File: src/sv/eic64_pkg.sv
package eic64_pkg;

  // bank geometry
  localparam int NUM_BANKS  = 2;
  localparam int BANK_W     = 32;
  localparam int BANK_IDX_W = (NUM_BANKS > 1) ? $clog2(NUM_BANKS) : 1;

  // request commands
  typedef enum logic [1:0] {
    CMD_TICK  = 2'd0,
    CMD_READ  = 2'd1,
    CMD_WRITE = 2'd2
  } cmd_t;

  // register kind, upper two bits of reg_sel
  typedef enum logic [1:0] {
    KIND_ENABLE   = 2'd0,
    KIND_POLARITY = 2'd1,
    KIND_STATUS   = 2'd2
  } kind_t;

  typedef logic [BANK_W-1:0] word_t;

  typedef struct packed {
    logic [1:0]  cmd;
    logic [2:0]  reg_sel;
    logic [31:0] write_data;
    logic [31:0] levels_lo;
    logic [31:0] levels_hi;
  } req_t;

  typedef struct packed {
    logic [31:0] read_data;
    logic        irq_out;
  } res_t;

endpackage

File: src/sv/edge_interrupt_controller_64_top.sv
// Edge-triggered interrupt controller for 64 sources in two 32-bit banks. Each request is
// either a tick carrying the current source levels, a register read or a register write;
// every request produces exactly one result carrying read_data (zero unless it was a valid
// read) and irq_out, the OR of all status bits after that request. The state update and the
// result are computed from the request port and the state registers in a single pass and
// land in the result register, so one request per cycle is sustained while the skid register
// is empty. A two-entry result buffer (result register plus skid register) lets a request be
// taken while the previous result is still held by res_stall; req_stall is driven only from
// the skid register, so there is no combinational path from res_stall. Each result is
// registered in the output or the skid register. Register map by reg_sel: 0/1 enable
// lo/hi, 2/3 polarity lo/hi (0 rising, 1 falling), 4/5 status lo/hi (write ones to clear);
// 6 and 7 read as zero and ignore writes. Writing polarity on an enabled source whose
// effective level rises as a result sets its status. Command 3 changes nothing.
module edge_interrupt_controller_64_top (
  input  logic             clk,
  input  logic             rst,
  input  logic             req_valid,
  output logic             req_stall,
  input  eic64_pkg::req_t  req,
  output logic             res_valid,
  input  logic             res_stall,
  output eic64_pkg::res_t  res
);

  // per-bank state
  eic64_pkg::word_t enable   [eic64_pkg::NUM_BANKS];
  eic64_pkg::word_t polarity [eic64_pkg::NUM_BANKS];
  eic64_pkg::word_t status   [eic64_pkg::NUM_BANKS];
  eic64_pkg::word_t prev_eff [eic64_pkg::NUM_BANKS];

  eic64_pkg::word_t enable_next   [eic64_pkg::NUM_BANKS];
  eic64_pkg::word_t polarity_next [eic64_pkg::NUM_BANKS];
  eic64_pkg::word_t status_next   [eic64_pkg::NUM_BANKS];
  eic64_pkg::word_t prev_eff_next [eic64_pkg::NUM_BANKS];

  // result buffer: output register and skid register
  eic64_pkg::res_t skid;
  logic            skid_valid;
  eic64_pkg::res_t result_next;

  logic accept;
  logic res_fire;
  logic any_pending;

  // request decode
  logic [1:0]                      kind;
  logic [eic64_pkg::BANK_IDX_W-1:0] bank;
  logic                            sel_ok;

  assign req_stall = skid_valid;
  assign accept    = req_valid & ~req_stall;
  assign res_fire  = res_valid & ~res_stall;

  assign kind   = req.reg_sel[2:1];
  assign bank   = eic64_pkg::BANK_IDX_W'(req.reg_sel[0]);
  // reserved kind or a bank that is not built
  assign sel_ok = (kind != 2'd3) && (32'(req.reg_sel[0]) < eic64_pkg::NUM_BANKS);

  // single pass: state update and result for the request on the port
  always_comb begin
    eic64_pkg::word_t lv;
    eic64_pkg::word_t eff;
    logic             irq;
    lv  = '0;
    eff = '0;
    irq = 1'b0;
    for (int b = 0; b < eic64_pkg::NUM_BANKS; b++) begin
      enable_next[b]   = enable[b];
      polarity_next[b] = polarity[b];
      status_next[b]   = status[b];
      prev_eff_next[b] = prev_eff[b];
    end
    result_next.read_data = '0;

    unique case (req.cmd)
      eic64_pkg::CMD_TICK: begin
        // only the two lowest banks have level inputs
        for (int b = 0; b < eic64_pkg::NUM_BANKS; b++) begin
          lv = (b == 0) ? req.levels_lo : ((b == 1) ? req.levels_hi : '0);
          eff = lv ^ polarity[b];
          status_next[b]   = status[b] | (eff & ~prev_eff[b] & enable[b]);
          prev_eff_next[b] = eff;
        end
      end
      eic64_pkg::CMD_READ: begin
        if (sel_ok) begin
          unique case (kind)
            eic64_pkg::KIND_ENABLE:   result_next.read_data = enable[bank];
            eic64_pkg::KIND_POLARITY: result_next.read_data = polarity[bank];
            eic64_pkg::KIND_STATUS:   result_next.read_data = status[bank];
            default:                  result_next.read_data = '0;
          endcase
        end
      end
      eic64_pkg::CMD_WRITE: begin
        if (sel_ok) begin
          unique case (kind)
            eic64_pkg::KIND_ENABLE: enable_next[bank] = req.write_data;
            eic64_pkg::KIND_POLARITY: begin
              // raw level is prev_eff ^ old polarity; re-apply with the new polarity
              eff = prev_eff[bank] ^ polarity[bank] ^ req.write_data;
              polarity_next[bank] = req.write_data;
              status_next[bank]   = status[bank] | (eff & ~prev_eff[bank] & enable[bank]);
              prev_eff_next[bank] = eff;
            end
            eic64_pkg::KIND_STATUS: status_next[bank] = status[bank] & ~req.write_data;
            default: ;
          endcase
        end
      end
      default: ;
    endcase

    for (int b = 0; b < eic64_pkg::NUM_BANKS; b++) begin
      irq = irq | (|status_next[b]);
    end
    result_next.irq_out = irq;
  end

  // state registers, updated only when a request is taken
  always_ff @(posedge clk) begin
    if (rst) begin
      for (int b = 0; b < eic64_pkg::NUM_BANKS; b++) begin
        enable[b]   <= '0;
        polarity[b] <= '0;
        status[b]   <= '0;
        prev_eff[b] <= '0;
      end
    end else if (accept) begin
      for (int b = 0; b < eic64_pkg::NUM_BANKS; b++) begin
        enable[b]   <= enable_next[b];
        polarity[b] <= polarity_next[b];
        status[b]   <= status_next[b];
        prev_eff[b] <= prev_eff_next[b];
      end
    end
  end

  // result register with skid; a request is only taken while the skid is empty
  always_ff @(posedge clk) begin
    if (rst) begin
      res_valid  <= 1'b0;
      skid_valid <= 1'b0;
    end else if (accept) begin
      if (!res_valid || res_fire) begin
        res_valid <= 1'b1;
      end else begin
        skid_valid <= 1'b1;
      end
    end else if (res_fire) begin
      res_valid  <= skid_valid;
      skid_valid <= 1'b0;
    end
  end

  // payload of the result buffer, no reset needed
  always_ff @(posedge clk) begin
    if (accept) begin
      if (!res_valid || res_fire) begin
        res <= result_next;
      end else begin
        skid <= result_next;
      end
    end else if (res_fire && skid_valid) begin
      res <= skid;
    end
  end

  // live OR of all status bits
  always_comb begin
    any_pending = 1'b0;
    for (int b = 0; b < eic64_pkg::NUM_BANKS; b++) begin
      any_pending = any_pending | (|status[b]);
    end
  end

  // skid is only ever occupied behind a held result
  a_skid_behind_result: assert property (@(posedge clk) disable iff (rst)
    skid_valid |-> res_valid)
    else $error("skid holds a result while the output register is empty");

  // a result loaded straight into the output register reports the new status OR
  a_irq_matches_status: assert property (@(posedge clk) disable iff (rst)
    accept && (!res_valid || res_fire) |=> res.irq_out == any_pending)
    else $error("irq_out does not match the status registers");

  // a tick never sets status on a disabled source in bank 0
  a_tick_needs_enable: assert property (@(posedge clk) disable iff (rst)
    accept && req.cmd == eic64_pkg::CMD_TICK
    |=> (status[0] & ~$past(status[0]) & ~$past(enable[0])) == '0)
    else $error("status set on a disabled source");

  // reads leave the bank 0 enable, status and prev_eff state untouched
  a_read_no_side_effect: assert property (@(posedge clk) disable iff (rst)
    accept && req.cmd == eic64_pkg::CMD_READ
    |=> $stable(status[0]) && $stable(prev_eff[0]) && $stable(enable[0]))
    else $error("register read changed state");

  // reset empties the result buffer
  a_reset_empty: assert property (@(posedge clk)
    rst |=> !res_valid && !skid_valid)
    else $error("result buffer not empty after reset");

endmodule

File: config.mk
export PLATFORM = sky130hd
export DESIGN_NAME = edge_interrupt_controller_64_top
export DESIGN_NICKNAME = d
export VERILOG_FILES = /design/src/sv/eic64_pkg.sv /design/src/sv/edge_interrupt_controller_64_top.sv
export SDC_FILE = /design/constraint.sdc
export NUM_CORES = 1
export LEC_CHECK = 0
export ABC_CLOCK_PERIOD_IN_PS = 9500
export BUFFER_PORTS_ARGS = -buffer_cell sky130_fd_sc_hd__clkbuf_2
export CORE_ASPECT_RATIO = 1.4
export CORE_MARGIN = 2
export CORE_UTILIZATION = 60
export CTS_CLUSTER_SIZE = 8
export DETAILED_ROUTE_END_ITERATION = 16
export HOLD_SLACK_MARGIN = 0.12
export PLACE_DENSITY = 0.79
export SYNTH_ARGS = -nofsm -noshare
export SYNTH_HDL_FRONTEND = slang
export SYNTH_SLANG_ARGS = --single-unit
File: constraint.sdc
create_clock -name clk -period 9.5 [get_ports clk]
set_input_delay 0.475 -clock clk [delete_from_list [all_inputs] [get_ports clk]]
set_output_delay 0.475 -clock clk [all_outputs]
set_load 0.005 [all_outputs]
==> out/metrics.cfg, run 1 <==
[outcome]
status=completed

[power]
vdd_drop_max_v=0.0001137
leakage_nw=8.050
power_density_nw_per_um2=176.3
p_total_w=0.003879

[global_routing]
overflow=0
track_usage_pct=34.40
antenna_found_initial=1
grt_pass1_wl_um=90940
grt_pass1_vias=16210
grt_max_degree=257

[timing]
slew_headroom_pct=8.733
fin_skew_ns=0.01160
hold_viol_final=0
period_share_pct=40.19
slew_viol_final=0
maxClockFrequency_mhz=261.9
rsz0062_at_grt=no
setup_viol=0
period_needed_ns=3.818
tns_ns=0
tightest_slew_ns=1.369
hold_slack_ns=0.2412

[worst_setup_path]
critPathMaxFanout=114
crit_path_end_kind=register
cp.arrival_ns=4.09
path_class=in -> reg
start_kind=primary input
cp_common_cell=buf_4
crit_slowest_cell=buf_4
path_buf_inv=3
crit_path_max_incr_delay_ns=0.63
worst_path_dominant_cell_family=buffers and inverters
required_ns=9.77
path_cells=buf_8, buf_4, buf_4, mux2i_1, xor2_1, o221ai_1, a221oi_1, nand4_1, nor4_1, a32oi_1
rrSetupSlack_ns=6.67

[place]
port_buffers=139
dp_hpwl_um=37670
place_congestion=0.9461

[clocking]
clk_latency_ns=0.56
ctsHoldBuffers=0
htree_num_levels=2
cts_setup_buffers=0
clk_path_buf_depth=3
cts_tree=done
cts_resized=0
clk_pin_slew_ns=0.06
cts-root-buf=clkbuf_16
clkSinkCount=324
numCtsBuffers=46

[detailed_routing]
avgRoutedWirePerCell_um=24.00
viasPerCell=6.657
vias=16590
route.detailed.drc=0
drt-total-wl_um=59820
postRouteAntennaNets=0
first_iter_violations=2253
first_pass_iters=6

[floorplanning]
coreArea_um2=32500
die_w_um=157.8
initial_core_util_pct=61.10
rows=78
dieArea_um2=34590
ios=140
die_y_um=219.3

[logic_synthesis]
async_flop_share_pct=0
yosysWarnings=0
synth_top_flop_cell=edfxtp_1
synth_cell_types=73
synth_nets=2091
yosysTopAreaCell=edfxtp_1
ys_ff_latch=324
syn_area_per_cell_um2=10.02
synth_top_area_share_pct=48.69
seq_area_frac_synth_pct=48.89
synth_edf_count=322
ys_top_cells_by_area=edfxtp_1, xor2_1, a21oi_1
syn_area_um2=19860
synthCells=1982

[layout]
syn_to_final_growth_pct=10.79
layout.nets=2150
drive_gt1_share_pct=14.77

[flow_run]
max_cap_viol_count=0

[min_path]
min_path_type=in -> reg

-- kinds of logic after synthesis --
group	after synthesis	share of synthesized area (%)
simple gates	632	15.50
fa+ha+maj	4	0.2520
xor+xnor	191	8.424
flops	324	48.89
mux	106	5.709
compound gates	533	17.32
buf+inv	192	3.900
-- routing by layer --
layer | vias up | global-route usage [%] | routed length [µm]
li1 | 7335 | - | -
met1 | 7880 | 44.51 | 22020
met5 | - | 0 | 11
met2 | 1117 | 54.45 | 27710
met3 | 256 | 5.904 | 6428
met4 | 2 | 19.91 | 3642
-- synth_stat cells, drive strengths merged, types with 7 or more instances --
master    n
o21ai    54
nor2    160
nor3b    11
nand2   198
inv      40
o22ai     8
o31ai    31
a21boi   15
o41ai     8
xor2    146
o311a     7
a221oi   23
mux2     58
a311oi   10
nor2b    64
or3       8
nand4     8
mux2i    48
edfxtp  322
a31oi    23
buf      38
clkbuf  114
nor3      8
a211oi   75
xnor2    45
nand3    28
nand2b  114
a21oi   216
-- report_power, final --
part,switching (W),leakage [nW],total (W),internal [W]
sequential,0.0000745,3.31,0.00177,0.00169
clock,0.000615,0.606,0.00151,0.000890
combinational,0.000390,4.13,0.000607,0.000217
total,0.00108,8.05,0.00388,0.00280
-- state kept, by name, indices dropped and copies added, names as in the netlist --
register   flops
req_stall      1
res_valid      1
status        64
skid          33
polarity      64
prev_eff      64
res           33
enable        64
-- path summary, 6_finish.rpt --
kind,cells after the start,end,startpoint
max reg2reg,5,status[1][15],req_stall
min reg2reg,2,res[32],skid[32]
max,10,res[0],req[96]
min,3,req_stall,res_stall
-- worst min-delay path, stage by stage --
cell and delay [ns]:
clkbuf_2 0.10, nor2b_1 0.11, nor3_1 0.06
-- final cells by class --
type                       instances  area [µm²]
fill                            2502       10500
sequential                       324        9709
multi-input combinational       1466        9445
clock buffer                      54        1181
timing repair buffer             163       898.4
tap                              440       550.5
inverter                          40       150.1
clock inverter                     4       63.81
antenna                            1       2.502
-- cells in the final DEF, fill, tap and decap left out, types with 4 or more instances in the layout --
cell type    n
a21boi_0    14
nor3b_1     11
a32oi_1      6
and3_1       6
a21oi_1    216
edfxtp_1   322
nand3_1     28
clkbuf_1     8
or3b_2       5
o22ai_1      8
o21ai_0     54
nand4_1      8
and2_1       5
a211o_1      5
buf_4       23
nor2b_1     63
o311a_1      7
or3_1        8
nand2_1    197
a41oi_1      6
nor2_1     156
nand2b_1   112
nor4_1       4
o32ai_1      5
o31ai_1     31
xor2_1     146
a311oi_1    10
nor3_1       8
clkbuf_16   46
o41ai_1      8
a31o_2       5
xnor2_1     45
mux2_2      58
clkbuf_2   138
inv_1       40
mux2i_1     48
a221oi_1    23
a31oi_1     23
a211oi_1    75
-- metrics by stage --
stage	util, %	setup slack (ns)	instance area, µm²	instances
floorplan	-	5.594	19860	1982
global placement	63.86	5.270	20750	2433
detailed placement	63.86	5.279	20750	2433
CTS	67.69	5.830	22000	2491
global route	67.69	5.531	22000	2491
finish	67.70	5.682	22000	2492
(Power assumes the default switching activity.)
==> run 2, diff against run 1 <==
- ABC_CLOCK_PERIOD_IN_PS: 9500 -> 3900
- clock period: 9.5 -> 3.9 ns (I/O delays scaled with it)
==> run 2 against run 1 <==
Hold slack got worse by 0.12 ns. Critical path depth rose by 1. First-iteration DRC count fell by 6.2%. Cell count rose by 1.8%. Global-route usage rose by 0.65 points. Count of clock-buffer cells in the layout rose by 5. Flip-flop and latch count did not move. Critical path type unchanged. Cell area rose by 2.1%. Sequential share of layout area fell by 0.93 points. Core utilization rose by 1.5 points. Routed wire length rose by 0.89%. Clock power rose by 140%.
==> out/metrics.cfg, run 2 (synthesized netlist as in run 1, its figures left out) <==
[timing]
setup_slack_ns=0.8173
hold_viol_final=0
tightest_slew_ns=1.066
fin_skew_ns=0.01572
tns_ns=0
slew_viol_final=0
rsz0062_at_grt=no
period_share_pct=79.04
maxClockFrequency_mhz=324.4
period_needed_ns=3.083
hold_slack_ns=0.1243
setup_viol=0
slew_headroom_pct=28.77

[detailed_routing]
vias=16740
postRouteAntennaNets=0
first_iter_violations=2113
viasPerCell=6.599
avgRoutedWirePerCell_um=23.80
wl_met3_um=6291
top_layer=met5
drt-total-wl_um=60350
first_pass_iters=6
route.detailed.drc=0
wl_met2_um=27940
wl_met1_um=21710

[global_routing]
antenna_found_initial=1
grt_pass1_vias=16530
grt_max_degree=124
track_usage_pct=35.05
grt_pass1_wl_um=92600
overflow=0

[place]
dpl_cell_area_um2=21080
place_ws_ns=0.3285
port_buffers=139
place_congestion=0.9942
dp_hpwl_um=40530

[power]
vdd_drop_max_v=0.0003393
power_density_nw_per_um2=423.6
leakage_nw=8.299

[worst_setup_path]
path_class=in -> reg
critPathMaxFanout=21
required_ns=4.18
crit_path_max_incr_delay_ns=0.59
crit_slowest_cell=or4b_4
path_buf_inv=3
path_cells=clkbuf_2, inv_1, ha_1, or4b_4, buf_4, o31ai_1, o311ai_1, nor4_1, nand4_1, nor4_1, a32oi_1
cp_common_cell=nor4_1
worst_path_dominant_cell_family=simple AND/OR/NAND/NOR gates
start_kind=primary input
crit_path_end_kind=register
cp.arrival_ns=3.36

[layout]
final_common_cell=edfxtp_1
n_antenna_cell=0
syn_to_final_growth_pct=13.18
drive_gt1_share_pct=15.84
layout.nets=2193
fin_area_um2=22470
final_cell_mix=edfxtp_1, a21oi_1, nand2_1
utilization_pct=69.15

[clocking]
numCtsBuffers=46
clkSinkCount=324
htree_num_levels=2
cts-root-buf=clkbuf_16
cts_tree=done
clk_path_buf_depth=3
clk_latency_ns=0.56
cts_resized=0
clk_pin_slew_ns=0.06

[outcome]
status=completed

[flow_run]
max_cap_viol_count=0

[floorplanning]
rows=78
die_y_um=219.3
ios=140
die_w_um=157.8
coreArea_um2=32500
initial_core_util_pct=61.10
dieArea_um2=34590

[min_path]
min_path_type=in -> reg

## run 2: cell type report
cell class / count / area [µm²]
Clock buffer: 59 / 1264
Clock inverter: 1 / 5.005
Fill cell: 2481 / 10020
Inverter: 40 / 150.1
Multi-Input combinational cell: 1466 / 9442
Sequential cell: 324 / 9709
Tap cell: 440 / 550.5
Timing Repair Buffer: 206 / 1354
## run 2: worst register-to-register path: stages (launching register included)
cell,delay [ns]
edfxtp_1,0.46
mux2i_1,0.34
xor2_1,0.26
o311ai_1,0.16
nor4_1,0.42
nand4_1,0.14
nor4_1,0.59
a32oi_1,0.19
## run 2: worst paths after layout
check,start,to,slack [ns],depth (start not counted)
hold reg to reg,skid[19],res[19],0.52,2
hold / removal,req[29],prev_eff[1][29],0.12,4
setup / recovery,req[97],res[0],0.82,11
setup reg to reg,polarity[1][2],res[0],1.07,7
## run 2: metrics by stage
| step | cells | total power [W] |
|---|---|---|
| floorplan | 1982 | 0.005290 |
| global placement | 2463 | 0.005793 |
| detailed placement | 2463 | 0.005833 |
| CTS | 2536 | 0.009489 |
| global route | 2536 | 0.009784 |
| finish | 2536 | 0.009519 |
## run 2: power by group
| part | internal, W | switching [W] |
|---|---|---|
| Clock | 0.00222 | 0.00146 |
| Combinational | 0.000568 | 0.000971 |
| Sequential | 0.00412 | 0.000179 |
| Total | 0.00691 | 0.00261 |
## run 2: what timing repair did
action,4_1_cts,5_1_grt
buffers inserted,0,0
hold endpoints to repair,13,0
hold buffers,13,0
setup endpoints to repair,0,0
## run 2: metal layers
| layer | vias to the layer above | global-route usage (%) |
|---|---|---|
| li1 | 7427 | - |
| met1 | 7903 | 43.34 |
| met2 | 1095 | 55.58 |
| met3 | 308 | 7.524 |
| met4 | 2 | 22.36 |
| met5 | - | 0 |
